File: config.mk
export PLATFORM = sky130hd
export DESIGN_NAME = phfb_bin_map
export DESIGN_NICKNAME = d
export VERILOG_FILES = /design/src/design/phfb_pkg.sv /design/src/design/phfb_bin_map.sv
export SDC_FILE = /design/constraint.sdc
export NUM_CORES = 1
export LEC_CHECK = 0
export ABC_AREA = 1
export BUFFER_PORTS_ARGS = -buffer_cell sky130_fd_sc_hd__buf_2
export CORE_AREA = 2 2 259 133
export CTS_BUF_LIST = sky130_fd_sc_hd__clkbuf_8
export DETAILED_ROUTE_END_ITERATION = 6
export DIE_AREA = 0 0 261 135
export HOLD_SLACK_MARGIN = 0.1
export PLACE_DENSITY = 0.95
export SYNTH_ARGS = -nofsm -noshare
export SYNTH_HDL_FRONTEND = slang
export SYNTH_SLANG_ARGS = --single-unit
File: constraint.sdc
create_clock -name clock -period 9.8 [get_ports clock]
set_input_delay 1.47 -clock clock [delete_from_list [all_inputs] [get_ports clock]]
set_output_delay 1.47 -clock clock [all_outputs]
set_load 0.01 [all_outputs]
File: src/design/phfb_pkg.sv
package phfb_pkg;

   localparam int FREQ_W      = 16;
   localparam int VALUE_W     = 16;
   localparam int SEL_W       = 9;
   localparam int INDEX_W     = 9;
   localparam int ROW_W       = 12;
   localparam int SCALE_W     = 32;
   localparam int CSR_INDEX_W = 3;
   localparam int CSR_DATA_W  = 32;
   localparam int REQ_TDATA_W = 48;
   localparam int RSP_TDATA_W = 40;

   localparam logic signed [VALUE_W-1:0] BIN_RESET_VALUE = 16'sh8000;

   typedef enum logic [CSR_INDEX_W-1:0] {
      CSR_MIN_FREQUENCY = 3'd0,
      CSR_MAX_FREQUENCY = 3'd1,
      CSR_BIN_SCALE     = 3'd2,
      CSR_MIN_VALUE     = 3'd3,
      CSR_MAX_VALUE     = 3'd4,
      CSR_VALUE_SCALE   = 3'd5,
      CSR_PLOT_BOTTOM   = 3'd6
   } csr_index_type;

   typedef struct packed {
      logic        [FREQ_W-1:0]  min_frequency;
      logic        [FREQ_W-1:0]  max_frequency;
      logic        [SCALE_W-1:0] bin_scale;
      logic signed [VALUE_W-1:0] min_value;
      logic signed [VALUE_W-1:0] max_value;
      logic        [SCALE_W-1:0] value_scale;
      logic        [ROW_W-1:0]   plot_bottom;
   } cfg_type;

   localparam cfg_type CFG_RESET = '{
      min_frequency: 16'd0,
      max_frequency: 16'd65535,
      bin_scale:     32'd524288,
      min_value:     16'sh8000,
      max_value:     16'sh7fff,
      value_scale:   32'd200,
      plot_bottom:   12'd340
   };

   typedef enum logic [2:0] {
      ST_IDLE,
      ST_MAP,
      ST_READ,
      ST_MODIFY,
      ST_ROW,
      ST_DONE
   } state_type;

endpackage

File: src/design/phfb_bin_map.sv
module phfb_bin_map
   import phfb_pkg::*;
#(
   parameter int BIN_COUNT = 512,
   parameter int IW        = $clog2(BIN_COUNT)
) (
   input  logic                      clock,
   input  logic                      load,
   input  cfg_type                   cfg,
   input  logic        [FREQ_W-1:0]  frequency,
   input  logic signed [VALUE_W-1:0] value,
   output logic                      out_of_range,
   output logic        [IW-1:0]      bin_index
);

   localparam int PROD_W = FREQ_W + SCALE_W;
   localparam int BIN_W  = PROD_W - 15;

   logic [FREQ_W-1:0] diff;
   logic [PROD_W-1:0] prod_in;
   logic [PROD_W-1:0] prod_ff;
   logic              oor_in;
   logic              oor_ff;
   logic [PROD_W:0]   rounded;
   logic [BIN_W-1:0]  bin_raw;

   always_comb begin
      diff    = frequency - cfg.min_frequency;
      prod_in = PROD_W'(diff) * PROD_W'(cfg.bin_scale);
      oor_in  = (frequency < cfg.min_frequency) || (frequency > cfg.max_frequency) ||
                (value < cfg.min_value) || (value > cfg.max_value);
   end

   always_ff @(posedge clock) begin
      if (load) begin
         prod_ff <= prod_in;
         oor_ff  <= oor_in;
      end
   end

   always_comb begin
      rounded = {1'b0, prod_ff} + (PROD_W + 1)'(32768);
      bin_raw = rounded[PROD_W:16];
      if (bin_raw >= BIN_W'(BIN_COUNT)) begin
         bin_index = IW'(BIN_COUNT - 1);
      end else begin
         bin_index = IW'(bin_raw);
      end
   end

   assign out_of_range = oor_ff;

endmodule

# == Word level (Yosys, flattened, before mapping) ==
# Cells that the tools add are included.
# word_totals
out_inout_bits,10
in_bits,174
latchBits,0
romBits,0
ff_bits,49
elab_cells,14
mem_count,0
ramBits,0
# op_classes
n_lt_le_gt_ge,5
shifts,0
n_eq_ne,0
n_reduce_logical,3
bitwise_logic,0
div,0
mul,1
muxes,1
addsub,2
# ops
cell,count
adder 48 x 16 -> 49 bit (second input constant),1
multiplier 16 x 32 -> 48 bit,1
greater-or-equal comparator 33 x 10 -> 1 bit (second input constant),1
> comparator 16 bit,2
< comparator 16 bit,2
subtractor 16 bit,1
two-way mux 9 bit,1
logical OR 1 bit,3

# == Longest topological paths before layout ==
# Gate-level depths: netlist of the first run.
# logic_depth
depth_word,4
ltp_mapped,40

# == Least setup slack after synthesis of the first run ==
# OpenSTA, ideal clock, no wires.
# synth_timing
kind,in2reg
start,input port frequency[0]
end,"register prod_ff[43], data pin"
path_slack_ns,1.957
arrival_time_ns,7.590
stages,37
required_ns,9.547
path_buffers,1
path_cell_list,inv_1 ha_1 inv_1 fa_1 nand3_1 nand2_1 nand2_1 nand2_1 nand2_1 nand2_1 nand2_1 inv_1 nor2_1 nand2_1 nand2_1 buf_2 nor2_1 fa_1 inv_1 fa_1 inv_1 fa_1 fa_1 fa_1 inv_1 fa_1 inv_1 ha_1 nand2_1 nor2_1 inv_1 nor2_1 inv_1 nor4_1 nand3_1 nand4_1 nand2_1
# synth_via
elab_chain_cells,2
# synth_rtl
item,line,text
start: declaration,phfb_bin_map.sv:10,"input logic [FREQ_W-1:0] frequency,"
subtractor 16 bit,phfb_bin_map.sv:28,diff = frequency - cfg.min_frequency;
multiplier 16 x 32 -> 48 bit,phfb_bin_map.sv:29,prod_in = PROD_W'(diff) * PROD_W'(cfg.bin_scale);
net prod_in[43],phfb_bin_map.sv:20,logic [PROD_W-1:0] prod_in;
end signal: assignment,phfb_bin_map.sv:36,prod_ff <= prod_in;
end: declaration,phfb_bin_map.sv:21,logic [PROD_W-1:0] prod_ff;
# The timed path passes the listed nets, and every way through them passes these cells.
# A chain may end at the register's enable or synchronous reset.

# == Worst setup path in the final report of the first run ==
# layout_timing
start,input port frequency[0]
end,"register prod_ff[40], data pin"
# Same word-level chain as after synthesis.

==> results of run 1 <==
worst min-delay path by stage:
stage                 start            to  depth (start not counted)
6_report               load   prod_ff[42]                          1
5_1_grt                load   prod_ff[37]                          1
4_1_cts                load   prod_ff[37]                          1
3_5_place_dp   out_of_range  out_of_range                          1
3_3_place_gp   out_of_range  out_of_range                          1
2_1_floorplan          load  out_of_range                          0
state kept, by name, indices dropped and copies added, names as in the netlist:
signal and count:
prod_ff 33, out_of_range 1
through the flow:
step	setup slack, ns	std cells	hold slack [ns]	utilization (%)
2_1_floorplan	1.96	2835	1.58	-
3_3_place_gp	0.901	3354	1.93	66.8
3_5_place_dp	0.774	3354	1.95	66.8
4_1_cts	1.07	3361	1.78	67.1
5_1_grt	0.531	3362	1.79	67.1
6_report	0.772	3363	1.77	67.1
placed cells by master (no fill, tap or decap), types with 22 or more instances in the layout:
master and n:
edfxtp_1 34, buf_2 139, nand2_1 629, nand3_1 170, o21ai_0 50, fa_1 418, nor2_1 317, inv_1 707
a21oi_1 103, ha_1 182, buf_4 22
cell families (layout without fill, tap and decap cells):
group                    count (synthesis)  after routing  share of synthesized area [%]
buffers and inverters                  800            885                           14.7
flip-flops                              34             34                           4.89
other                                    0              2                              0
adder cells (fa/ha/maj)                600            600                           51.0
AND/OR/NAND/NOR                       1188           1188                           23.4
AO/OA/AOI/OAI                          175            175                           4.42
XOR/XNOR                                38             38                           1.59
final cells by class:
cell class | count | share of cell area [%]
inverter | 717 | 12.2
timing repair buffer | 161 | 3.91
sequential | 34 | 4.64
tap | 441 | 2.51
multi-input combinational | 2001 | 76.3
clock inverter | 2 | 0.0455
clock buffer | 5 | 0.313
antenna | 2 | 0.0227
per-layer routing:
metal	track usage (%)	routed length (µm)	share of wire [%]	up-vias
met5	0	28	0.045	-
met4	16.0	3110	5.0	4
met3	13.7	10100	16	338
met2	58.9	27000	43	1460
met1	45.9	22500	36	9005
li1	-	-	-	8540
==> results_dict.tcl, run 1 <==
set metrics [dict create \
    cts_buffers 5 \
    grt_pass1_vias 20800 \
    critPathTopFamily "adder cells" \
    fin_crit_ns 9.03 \
    initial_utilization_pct 63.7 \
    area_delta_synth_final_pct 5.36 \
    ys_seq_elements 34 \
    rows 47 \
    crit_path_start "frequency[0]" \
    slowest_stage "inv_2" \
    hold_viol 0 \
    synth_edf_count 34 \
    layout.nets 3694 \
    route.detailed.drc 0 \
    clockRootBuffer "clkbuf_8" \
    seqCellArea_um2 1020 \
    cp-start-kind "primary input" \
    grt-ovfl-total 0 \
    cts_sinks 34 \
    fmaxAchievable_mhz 111 \
    routedWlPerCell_um 18.7 \
    yosysSeqAreaShare_pct 4.89 \
    cap_violations 0 \
    critPathArrivalTime_ns 9.06 \
    post-cts-setup-buffers 0 \
    synthFlopType "edfxtp_1" \
    drive_gt1_share_pct 7.02 \
    antenna_found_initial 5 \
    path_class "primary input to flip-flop" \
    crit_top_cell "nand2_1" \
    place.gp.congestion 1.04 \
    ant_nets 0 \
    io_pins 184 \
    core_area_um2 32800 \
    cts_tree "done" \
    syn_avg_cell_area_um2 7.37 \
    yosys_warnings 0 \
    status "completed" \
    ys_top_cells_by_count "inv_1, nand2_1, fa_1" \
    via_per_inst 5.75 \
    synth_top_area_share_pct 40.1 \
    ys_types 41 \
    worstMarginPinSlew_ns 1.08 \
    clk_pin_slew_ns 0.06 \
    crit_cells 33 \
    num_vias 19300 \
    placed_cell_area_um2 21900 \
    die_w_um 261 \
    multi_input_area_um2 16800 \
    nFillCells 2602 \
    slew-limit-headroom_pct 28.2 \
    first_iter_violations 2068 \
    fin_setup_tns_ns 0 \
    cp_max_fo 27 \
    port_buffers 139 \
    die_y_um 135 \
    die-area_um2 35200 \
    synth_top_cells_by_area "fa_1, inv_1, nand2_1" \
    synth_area_um2 20900 \
    end_kind "flip-flop" \
    dp_hpwl_um 52800 \
    design_area_um2 22000 \
    grt_pass1_wl_um 101000 \
    holdBufCountCts 0 \
    critPathRequiredTime_ns 9.83 \
    synth.most_common_cell "inv_1" \
    synth_nets 3609 \
    wirelength_um 62700 \
    crit_buf_inv 7 \
    dr.pass1.iters 5 \
    ys_async_sr_fraction_pct 0 \
    setup_viol 0 \
    hp-class "primary input to flip-flop" \
    grt_usage_pct 37.1 \
    clockBufferDepth 2 \
    cts_resized 0 \
    htreeDepth 2 \
    crit_path_end "prod_ff[40]" \
    finalMaxSlewViolations 0 \
    grt_setup_unrepaired "no" \
    syn_inst 2835 \
    yosys.area.top_type "fa_1" \
    grt_start_max_net_pins 35 \
    fin_crit_sh_pct 92.1 \
    cp_slowest_stage_delay_ns 0.72 \
]
Power of run 1 is not shown: default switching activity piles up to over one toggle a cycle in this logic, so the estimate is an artifact.
==> run 2, diff against run 1 <==
Settings changed: CORE_AREA 2 2 259 133 to 2 2 308 158, DIE_AREA 0 0 261 135 to 0 0 310 160, PLACE_DENSITY 0.95 to 0.75.
==> run 2 against run 1 <==
Net effect:
- count of clock-buffer cells in the layout unchanged
- critical path depth stayed put
- die area is 41% higher
- global-route usage decreased by 8.9 points
- sequential cell count unchanged
- sequential share of layout area shrank 0.085 points
- worst hold slack better by 0.034 ns
- cell area rose by 1.9%
- routed wire length up 8.0%
- critical path type unchanged
- largest cell class unchanged
==> results_dict.tcl, run 2 (synthesis results as in run 1) <==
set metrics [dict create \
    rows 57 \
    clk_pin_slew_ns 0.07 \
    cp-start-kind "primary input" \
    cp_max_fo 8 \
    holdPathStages 1 \
    cts_sinks 34 \
    critPathArrivalTime_ns 9.10 \
    layout.nets 3711 \
    placed_cells 3579 \
    design_area_um2 22400 \
    cap_violations 0 \
    die_w_um 310 \
    placed_cell_area_um2 22300 \
    clockRootBuffer "clkbuf_8" \
    crit_top_cell "nand2_1" \
    clockBufferDepth 2 \
    cts_tree "done" \
    num_vias 18900 \
    wirelength_um 67800 \
    antenna_found_initial 0 \
    worstMarginPinSlew_ns 0.870 \
    port_buffers 139 \
    post-cts-setup-buffers 0 \
    path_class "primary input to flip-flop" \
    setup_viol 0 \
    hp-class "primary input to flip-flop" \
    via_per_inst 5.28 \
    critPathRequiredTime_ns 9.83 \
    finalMaxSlewViolations 0 \
    fin_setup_tns_ns 0 \
    slowest_stage "fa_1" \
    io_pins 184 \
    fmaxAchievable_mhz 110 \
    dp_hpwl_um 58200 \
    hold_viol 0 \
    dr.pass1.iters 6 \
    fin_crit_sh_pct 92.5 \
    fin_crit_ns 9.07 \
    final_cells 3587 \
    grt_start_max_net_pins 35 \
    num_antenna_cells 0 \
    place.gp.congestion 1.03 \
    hold_start "load" \
    initial_utilization_pct 44.1 \
    htreeDepth 2 \
    top_register "prod_ff" \
    area_delta_synth_final_pct 7.33 \
    first_iter_violations 2046 \
    final_common_cell "inv_1" \
    die_y_um 160 \
    routedWlPerCell_um 18.9 \
    fin_ws_ns 0.731 \
    cp_slowest_stage_delay_ns 0.58 \
    die-area_um2 49600 \
    largest_reg_flops 33 \
    layout_common_cells "inv_1, nand2_1, fa_1" \
    holdBufCountCts 0 \
    cts_resized 0 \
    route.detailed.drc 0 \
    dpl_worst_slack_ns 0.806 \
    status "completed" \
    slew-limit-headroom_pct 41.4 \
    cts_buffers 5 \
    drive_gt1_share_pct 7.56 \
    end_kind "flip-flop" \
    grt_usage_pct 28.2 \
    ant_nets 0 \
    grt_pass1_vias 18900 \
    grt-ovfl-total 0 \
    grt_pass1_wl_um 107000 \
    min_to "prod_ff[17]" \
    grt_setup_unrepaired "no" \
    core_area_um2 47400 \
]
run 2: per-layer routing:
layer / global-route usage [%] / vias up / wire (µm)
met5: 0.388 / - / 0
met2: 35.7 / 1245 / 24500
met4: 3.93 / 0 / 952
li1: - / 8582 / -
met1: 43.1 / 9044 / 30100
met3: 14.0 / 78 / 12200
run 2: worst max-delay path by stage:
stage	to	depth (start not counted)	slack (ns)	from
after global placement	prod_ff[45]	33	0.83	frequency[0]
final	prod_ff[41]	33	0.73	frequency[0]
after CTS	prod_ff[41]	33	1.09	frequency[0]
after floorplan	prod_ff[43]	37	1.96	frequency[0]
after detailed placement	prod_ff[41]	33	0.81	frequency[0]
after global routing	prod_ff[44]	37	0.51	frequency[0]
run 2: metrics by stage:
stage               hold WS (ns)  utilization (%)
CTS                         1.82             47.3
detailed placement          1.89             47.2
global route                1.83             47.3
floorplan                   1.58                -
global placement            1.90             47.2
finish                      1.80             47.3
run 2: critical path, delay by kind of cell:
family	cells	cell delay [ns]
AOI/OAI and AO/OA	1	0.21
and+or+nand+nor	15	2.56
adders and majority gates	9	4.07
xor gates and xnor gates	1	0.13
buffers and inverters	7	0.68
run 2: final cells by class:
type | count | area [µm²]
Fill cell | 4756 | 24900
Multi-Input combinational cell | 2001 | 16800
Inverter | 717 | 2690
Sequential cell | 34 | 1020
Timing Repair Buffer | 178 | 1010
Tap cell | 649 | 812
Clock buffer | 5 | 68.8
Clock inverter | 3 | 12.5
Power of run 2 is left out for the same reason.
