$ cat src/design/phfb_pkg.sv
package phfb_pkg;

   localparam int FREQ_W      = 16;
   localparam int VALUE_W     = 16;
   localparam int SEL_W       = 9;
   localparam int INDEX_W     = 9;
   localparam int ROW_W       = 12;
   localparam int SCALE_W     = 32;
   localparam int CSR_INDEX_W = 3;
   localparam int CSR_DATA_W  = 32;
   localparam int REQ_TDATA_W = 48;
   localparam int RSP_TDATA_W = 40;

   localparam logic signed [VALUE_W-1:0] BIN_RESET_VALUE = 16'sh8000;

   typedef enum logic [CSR_INDEX_W-1:0] {
      CSR_MIN_FREQUENCY = 3'd0,
      CSR_MAX_FREQUENCY = 3'd1,
      CSR_BIN_SCALE     = 3'd2,
      CSR_MIN_VALUE     = 3'd3,
      CSR_MAX_VALUE     = 3'd4,
      CSR_VALUE_SCALE   = 3'd5,
      CSR_PLOT_BOTTOM   = 3'd6
   } csr_index_type;

   typedef struct packed {
      logic        [FREQ_W-1:0]  min_frequency;
      logic        [FREQ_W-1:0]  max_frequency;
      logic        [SCALE_W-1:0] bin_scale;
      logic signed [VALUE_W-1:0] min_value;
      logic signed [VALUE_W-1:0] max_value;
      logic        [SCALE_W-1:0] value_scale;
      logic        [ROW_W-1:0]   plot_bottom;
   } cfg_type;

   localparam cfg_type CFG_RESET = '{
      min_frequency: 16'd0,
      max_frequency: 16'd65535,
      bin_scale:     32'd524288,
      min_value:     16'sh8000,
      max_value:     16'sh7fff,
      value_scale:   32'd200,
      plot_bottom:   12'd340
   };

   typedef enum logic [2:0] {
      ST_IDLE,
      ST_MAP,
      ST_READ,
      ST_MODIFY,
      ST_ROW,
      ST_DONE
   } state_type;

endpackage

$ cat src/design/phfb_row_calc.sv
module phfb_row_calc
   import phfb_pkg::*;
(
   input  logic                      clock,
   input  logic                      load,
   input  cfg_type                   cfg,
   input  logic signed [VALUE_W-1:0] bin_value,
   output logic        [ROW_W-1:0]   plot_y
);

   localparam int OFF_W  = VALUE_W + 1;
   localparam int PROD_W = OFF_W + SCALE_W + 1;
   localparam int RND_W  = PROD_W - 16;
   localparam int Y_W    = RND_W + 2;

   logic signed [OFF_W-1:0]  off;
   logic signed [PROD_W-1:0] prod_in;
   logic signed [PROD_W-1:0] prod_ff;
   logic signed [PROD_W-1:0] sum;
   logic signed [RND_W-1:0]  rnd;
   logic signed [Y_W-1:0]    y;

   always_comb begin
      off     = OFF_W'(bin_value) - OFF_W'(cfg.min_value);
      prod_in = PROD_W'(off) * $signed({(PROD_W - SCALE_W)'(0), cfg.value_scale});
   end

   always_ff @(posedge clock) begin
      if (load) begin
         prod_ff <= prod_in;
      end
   end

   always_comb begin
      sum = prod_ff + PROD_W'(32768);
      rnd = RND_W'(sum >>> 16);
      y   = $signed({(Y_W - ROW_W)'(0), cfg.plot_bottom}) - Y_W'(rnd);
      if (y < 0) begin
         plot_y = '0;
      end else if (y > Y_W'(4095)) begin
         plot_y = '1;
      end else begin
         plot_y = y[ROW_W-1:0];
      end
   end

endmodule

$ cat config.mk
export PLATFORM = sky130hd
export DESIGN_NAME = phfb_row_calc
export DESIGN_NICKNAME = d
export VERILOG_FILES = /design/src/design/phfb_pkg.sv /design/src/design/phfb_row_calc.sv
export SDC_FILE = /design/constraint.sdc
export NUM_CORES = 1
export LEC_CHECK = 0
export ABC_AREA = 0
export BUFFER_PORTS_ARGS = -buffer_cell sky130_fd_sc_hd__buf_4
export CAP_MARGIN = 25
export CORE_UTILIZATION = 45
export DETAILED_ROUTE_END_ITERATION = 6
export GPL_ROUTABILITY_DRIVEN = 0
export GPL_TIMING_DRIVEN = 0
export PLACE_DENSITY = 0.64
export SLEW_MARGIN = 0
export SYNTH_ARGS = -nofsm -noshare
export SYNTH_HDL_FRONTEND = slang
export SYNTH_SLANG_ARGS = --single-unit
$ cat constraint.sdc
create_clock -name clock -period 16.4 [get_ports clock]
set_input_delay 3.28 -clock clock [delete_from_list [all_inputs] [get_ports clock]]
set_output_delay 3.28 -clock clock [all_outputs]
set_load 0.03 [all_outputs]
# After elaboration in Yosys (flattened, before gate mapping)
# Cells that the tools add are included.
# word_totals
ff_bits	50
input_bits	158
# op_classes
addsub	3
multipliers	1
magnitude_cmp	2
mux	2
# op_table
cell	count
adder 50 x 17 -> 50 bit (second input constant)	1
multiplier 17 x 33 -> 50 bit	1
greater-than comparator 35 x 13 -> 1 bit (second input constant)	1
< comparator 35 x 1 -> 1 bit (second input constant)	1
subtractor 13 x 34 -> 35 bit	1
2-to-1 mux 12 bit	2
subtractor 16 x 16 -> 17 bit	1

# Depth between registers and ports, before layout
# Gate-level depths: netlist (run 1).
# depth
ltp_word	5
mapped_depth	37
mapped_depth_nobuf	35

# Worst setup path after synthesis (run 1)
# No wires, ideal clock.
# synth_path
kind	input-to-reg
from	in bin_value[0]
to	reg prod_ff[49] (data pin)
setup_ns	0.256
arrival_time_ns	10.964
slack_ns	5.181
path_stages	35
n_path_buf	1
cell_sequence	inv_1 -> ha_1 -> fa_1 -> nor2b_1 -> o21ai_0 -> a21boi_1 -> o21ai_0 -> a21boi_1 -> o21ai_0 -> a21oi_1 -> nor2_1 -> xnor2_1 -> clkbuf_1 -> nand2_1 -> fa_1 -> inv_1 -> fa_1 -> inv_1 -> fa_1 -> inv_1 -> fa_1 -> fa_1 -> inv_1 -> fa_1 -> inv_1 -> ha_1 -> a21o_1 -> a21o_1 -> a21o_1 -> o2111a_1 -> o2111ai_2 -> a21oi_1 -> a41o_1 -> a2111o_1 -> o211a_1
# synth_via
elab_chain_len	2
# synth_lines
item	line	rtl
start: declaration	phfb_row_calc.sv:7	input logic signed [VALUE_W-1:0] bin_value,
subtractor 16 x 16 -> 17 bit	phfb_row_calc.sv:24	off = OFF_W'(bin_value) - OFF_W'(cfg.min_value);
multiplier 17 x 33 -> 50 bit	phfb_row_calc.sv:25	prod_in = PROD_W'(off) * $signed({(PROD_W - SCALE_W)'(0), cfg.value_scale});
named net prod_in[49]	phfb_row_calc.sv:17	logic signed [PROD_W-1:0] prod_in;
end signal: assignment	phfb_row_calc.sv:30	prod_ff <= prod_in;
end: declaration	phfb_row_calc.sv:18	logic signed [PROD_W-1:0] prod_ff;
# The timed path passes the listed nets, and every way through them passes these cells.
# A chain may end at the register's enable or synchronous reset.

# Final worst setup path (run 1)
# layout_path
from	in cfg[60] in the netlist's numbering
to	reg prod_ff[41] (data pin)
# layout_via
elab_chain_len	2
# layout_lines
item	line	rtl
start: declaration	phfb_row_calc.sv:6	input cfg_type cfg,
subtractor 16 x 16 -> 17 bit	phfb_row_calc.sv:24	
multiplier 17 x 33 -> 50 bit	phfb_row_calc.sv:25	
named net prod_in[41]	phfb_row_calc.sv:17	
# The timed path passes the listed nets, and every way through them passes these cells.

==> metrics.txt, run 1 <==
CP endpoint kind flop; H-tree levels 2; critical path class in -> reg; Slew HR 19.5%; flip-flop count of the largest register after layout 35; syn_nets 3,495; DIE WIDTH 227 um; CTS tree done; num rows 81; gr usage total 27.9%; CTS resizes 0; post-synthesis area per instance 8.39 um^2; Core Area 49,400 um^2; DR vias/cell 5.61; pre-CTS setup slack 3270 ps; synth unique cells 91; count of input and output buffers 83; synth top area cells fa_1 40%, ha_1 10%, inv_1 9.2%; Synth area leader fa_1; Congestion Overflow GR 0; Gate Count Post-Synth 2,704; final setup fails 0; NumNets Final 3,588; min cycle time layout 12,950 ps; Final Slew Violations 0; CTS root buf clkbuf_16; initial detailed-routing violation count 1,591; yosys warns 0; IO Count 170; fmax 77.2 MHz; Critical Path Max Stage Delay 710 ps; status finished, final reports clean; DP HPWL 59,300 um; largest net degree at the start of global routing 36; Fin. Hold Viols 0; setup TNS 0 ps; predominant post-synthesis flop cell edfxtp_1; DRT antenna net count 0; commonest cells in the netlist 559 x inv_1, 450 x fa_1, 351 x nand2_1, 183 x ha_1, 161 x clkbuf_1; most common cell in the synthesized netlist inv_1; Clock transition at path regs 50 ps; total clock sinks 35; Pre-antenna DRT Iters 6; Die ar. 51,300 um^2; Worst EP arrival 12,980 ps; MaxCap Viol Count 0; synthesized flop and latch total 35; hold buffers post-CTS 0; initial antenna violation count 6; final critical-path share of the clock period 78.9%; post-layout util 49.2%; Initial Utilization 46.0%; vias in the first global route 19,700; slowest CP cell clkbuf_1; Layout area overhead 7.13%; post-CTS setup buffers 0; Syn Std Cell Area 22,700 um^2; drt wl/cell 20.2 um; TritonCTS Buffers 5; Synth top area share 39.7%; Post-synth ARST share 0%; WP data required 16,430 ps; cell mode on critical path fa_1; Tightest Pin Transition 1190 ps; Worst Hold Class in -> reg; Clock Path Buffers 2; CP startpoint kind input port; Post-synth EDFFs 35; overall via count from detail_route 19,400; DRC violations left 0; Die H 227 um; worst setup margin 3450 ps; first-pass GRT wire length 110,000 um; register area share after synthesis 4.63%; RSZ-0062 raised after global routing no; layout cells sized above 1 5.18%; Largest Register prod_ff; final WL 69,800 um; biggest regs prod_ff (35); CP max FO 10
[cells by family after synthesis]
group / count (synthesis) / synth area share, %
compound gates: 306 / 9.78
mux: 7 / 0.314
buf+inv: 732 / 12.3
fa+ha+maj: 633 / 49.8
flops: 35 / 4.63
simple gates: 911 / 20.1
xor+xnor: 80 / 3.12
[cell usage in the layout (no fill, tap or decap), drive strengths merged, types with 45 or more instances in the layout]
cell | synthesis | routed
nor2 | 78 | 78
xnor2 | 45 | 45
fa | 450 | 450
inv | 559 | 559
nor2b | 64 | 64
nand3 | 124 | 124
nand2 | 352 | 352
nor3 | 53 | 53
clkbuf | 161 | 167
ha | 183 | 183
o211ai | 47 | 47
buf | 10 | 95
and2 | 100 | 100
o21ai | 53 | 53
[critical path, delay by kind of cell]
| family | cells | cell delay [ps] |
|---|---|---|
| fa+ha+maj | 9 | 3940 |
| buf+inv | 7 | 1070 |
| compound gates | 14 | 3660 |
| simple gates | 4 | 480 |
| xor+xnor | 1 | 530 |
[through the flow]
stage	cell area, um^2	hold slack [ps]	cells
floorplan	22700	3390	2704
global placement	24100	3760	3451
detailed placement	24200	3770	3453
CTS	24300	3480	3460
global route	24300	3500	3461
finish	24300	3480	3465
[final timing paths]
path              startpoint  depth (start not counted)     endpoint  slack [ps]
hold / removal          load                          1  prod_ff[40]        3480
setup / recovery     cfg[60]                         35  prod_ff[41]        3450
[layer usage]
layer,GRT usage (%),wire (um),vias up
met5,0,25,-
met3,4.76,6570,146
met2,44.5,31500,928
li1,-,-,8688
met4,10.2,2870,4
met1,38.1,28900,9668
[area by class of cell]
type | instances | area (um^2)
inverters | 561 | 2110
fillers | 4821 | 25000
clock buffers | 5 | 125
repair buffers | 86 | 643
diodes | 4 | 10.0
plain buffers | 171 | 681
well taps | 664 | 831
multi-input cells | 1937 | 18900
flip-flops and latches | 35 | 1050
clock inverters | 2 | 8.76
Power of run 1 is not shown: default switching activity piles up to over one toggle a cycle in this logic, so the estimate is an artifact.
==> inputs of run 2 (changes only) <==
--- a/config.mk
+++ b/config.mk
@@ -5,7 +5,7 @@
 export SDC_FILE = /design/constraint.sdc
 export NUM_CORES = 1
 export LEC_CHECK = 0
-export ABC_AREA = 0
+export ABC_AREA = 1
 export BUFFER_PORTS_ARGS = -buffer_cell sky130_fd_sc_hd__buf_4
 export CAP_MARGIN = 25
 export CORE_UTILIZATION = 45
==> constraint.sdc (replaced) <==
create_clock -name clock -period 12.9 [get_ports clock]
set_input_delay 2.58 -clock clock [delete_from_list [all_inputs] [get_ports clock]]
set_output_delay 2.58 -clock clock [all_outputs]
set_load 0.03 [all_outputs]
==> run 2 against run 1 <==
  * First-iteration DRC count is 26% lower
  * Critical path depth is 1 lower
  * Synthesized cell count is 9.0% higher
  * Via count is 1.8% lower
  * Cell area is 2.4% lower
  * Area after synthesis is 2.4% lower
  * Die area is 2.4% lower
  * Flip-flop and latch count stayed put
  * Core utilization hardly changed
  * Hold slack worse by 710 ps
  * Non-clock buffer count is 95 lower
  * Sequential share of layout area is 0.11 points higher
  * Highest routed layer is now met4
==> metrics.txt, run 2 <==
critical path class in -> reg; largest net degree at the start of global routing 36 (unchanged); syn_nets 3,738 (+7.0%); Core Area 48,100 um^2 (-2.5%); yosys warns 0 (unchanged); FF+latch area 1050 um^2 (unchanged); Die ar. 50,100 um^2 (-2.4%); slowest CP cell a22oi_1; DRT antenna net count 0 (unchanged); count of input and output buffers 83 (unchanged); post-CTS setup buffers 0 (unchanged); Critical Path Max Stage Delay 1040 ps (+330 ps); Tightest Pin Transition 1230 ps (+37.6 ps); hold buffers post-CTS 0 (unchanged); end of the worst hold path prod_ff[49]; Synth top area share 40.7% (+0.98 points); Clock transition at path regs 50 ps (about the same); Post-synth ARST share 0% (unchanged); Worst EP arrival 11,630 ps (-1350 ps); Congestion Overflow GR 0 (unchanged); H-tree levels 2 (unchanged); status finished, final reports clean; Post-synth EDFFs 35 (unchanged); final setup fails 0 (unchanged); Syn Std Cell Area 22,100 um^2 (-2.4%); Synth area leader fa_1; Gate Count Post-Synth 2,947 (+9.0%); MaxCap Viol Count 0 (unchanged); DP HPWL 56,700 um (-4.3%); IO Count 170 (unchanged); CTS root buf clkbuf_16; drt wl/cell 17.4 um (-14%); initial antenna violation count 0 (-6); Initial Utilization 46.0% (about the same); commonest cells in the netlist 731 x inv_1, 637 x nand2_1, 450 x fa_1, 359 x nor2_1, 183 x ha_1; NumNets Final 3,828 (+6.7%); total clock sinks 35 (unchanged); final WL 64,200 um (-8.1%); DR vias/cell 5.17 (-7.9%); RSZ-0062 raised after global routing no; Hold Startpoint load; overall via count from detail_route 19,100 (-1.8%); synth top area cells fa_1 41%, inv_1 12%, nand2_1 11%; Fin. Hold Viols 0 (unchanged); final critical-path share of the clock period 90.1%; fillers 4,820 (-0.021%); num rows 80 (-1.2%); Final Slew Violations 0 (unchanged); vias in the first global route 20,300 (+3.1%); most common cell after layout, fill and taps aside inv_1; Worst Hold Class in -> reg; synthesized flop and latch total 35 (unchanged); WP data required 12,910 ps (-3520 ps); layout cells sized above 1 6.09% (+0.91 points); hold path depth 1 (unchanged); DRC violations left 0 (unchanged); Slew HR 18.0% (-1.5 points); diode count 0 (-4); CP endpoint kind flop; Pre-antenna DRT Iters 5 (-1); Layout area overhead 7.14% (about the same); CP startpoint kind input port; TritonCTS Buffers 5 (unchanged); CTS resizes 0 (unchanged); predominant post-synthesis flop cell edfxtp_1; register area share after synthesis 4.75% (+0.11 points); pre-CTS setup slack 1190 ps (-2080 ps); worst setup margin 1280 ps (-2170 ps); Die H 224 um (-1.2%); flip-flop count of the largest register after layout 35 (unchanged); Largest Register prod_ff; post-synthesis area per instance 7.51 um^2 (-10%); gr usage total 26.6% (-1.3 points); CTS tree done; min cycle time layout 11,620 ps; DIE WIDTH 224 um (-1.2%); Clock Path Buffers 2 (unchanged); CP max FO 10 (unchanged); biggest regs prod_ff (35); area taken by multi-input logic gates 18,000 um^2 (-4.6%); fmax 86.1 MHz; synth unique cells 48 (-47%); initial detailed-routing violation count 1,184 (-26%); commonest non-fill, non-tap cells in the layout 731 x inv_1, 637 x nand2_1, 450 x fa_1; setup TNS 0 ps (unchanged); first-pass GRT wire length 104,000 um (-5.5%); most common cell in the synthesized netlist inv_1
-- run 2: logic make-up (layout without fill, tap and decap cells) --
family	after synthesis	in the layout	share of synthesized area, %
and+or+nand+nor	1200	1200	22.8
adders and majority gates	633	633	51.0
AOI/OAI and AO/OA	187	187	4.71
DFF	35	35	4.75
xor gates and xnor gates	66	66	2.61
buffers and inverters	826	917	14.1
-- run 2: critical path, delay by kind of cell --
kind            cells  cell delay [ps]
xor+xnor            1              170
simple gates       11             1430
compound gates      7             2340
buf+inv             6             1120
fa+ha+maj           9             3960
-- run 2: cell type report --
cell class / count / share of cell area (%)
sequential: 35 / 4.43
clock inverter: 2 / 0.0316
clock buffer: 6 / 0.543
buffer: 79 / 1.31
tap: 656 / 3.46
timing repair buffer: 83 / 2.63
inverter: 747 / 11.8
multi-input combinational: 2086 / 75.8
-- run 2: per-stage QoR --
stage	instance area [um^2]	hold slack, ps	util, %	cells
6_report	23700	2760	49.3	3694
5_1_grt	23700	2780	49.3	3694
4_1_cts	23700	2770	49.3	3694
3_5_place_dp	23600	3060	49.0	3686
3_3_place_gp	23600	3050	49.0	3686
2_1_floorplan	22100	2690	-	2947
-- run 2: per-layer routing --
metal / global-route usage, % / vias up / part of all wire [%]
met5: 0 / - / 0
met4: 11.3 / 0 / 4.8
li1: - / 8841 / -
met1: 33.4 / 9381 / 40
met3: 3.65 / 169 / 7.3
met2: 46.0 / 696 / 47
-- run 2: worst max-delay path by stage --
stage                      start           to  slack (ps)
finish                   cfg[60]  prod_ff[42]        1280
global placement         cfg[60]  prod_ff[42]        1230
CTS                      cfg[60]  prod_ff[42]        1480
global route             cfg[60]  prod_ff[42]         980
detailed placement       cfg[60]  prod_ff[42]        1190
floorplan           bin_value[0]  prod_ff[45]        3540
Power of run 2 is left out for the same reason.
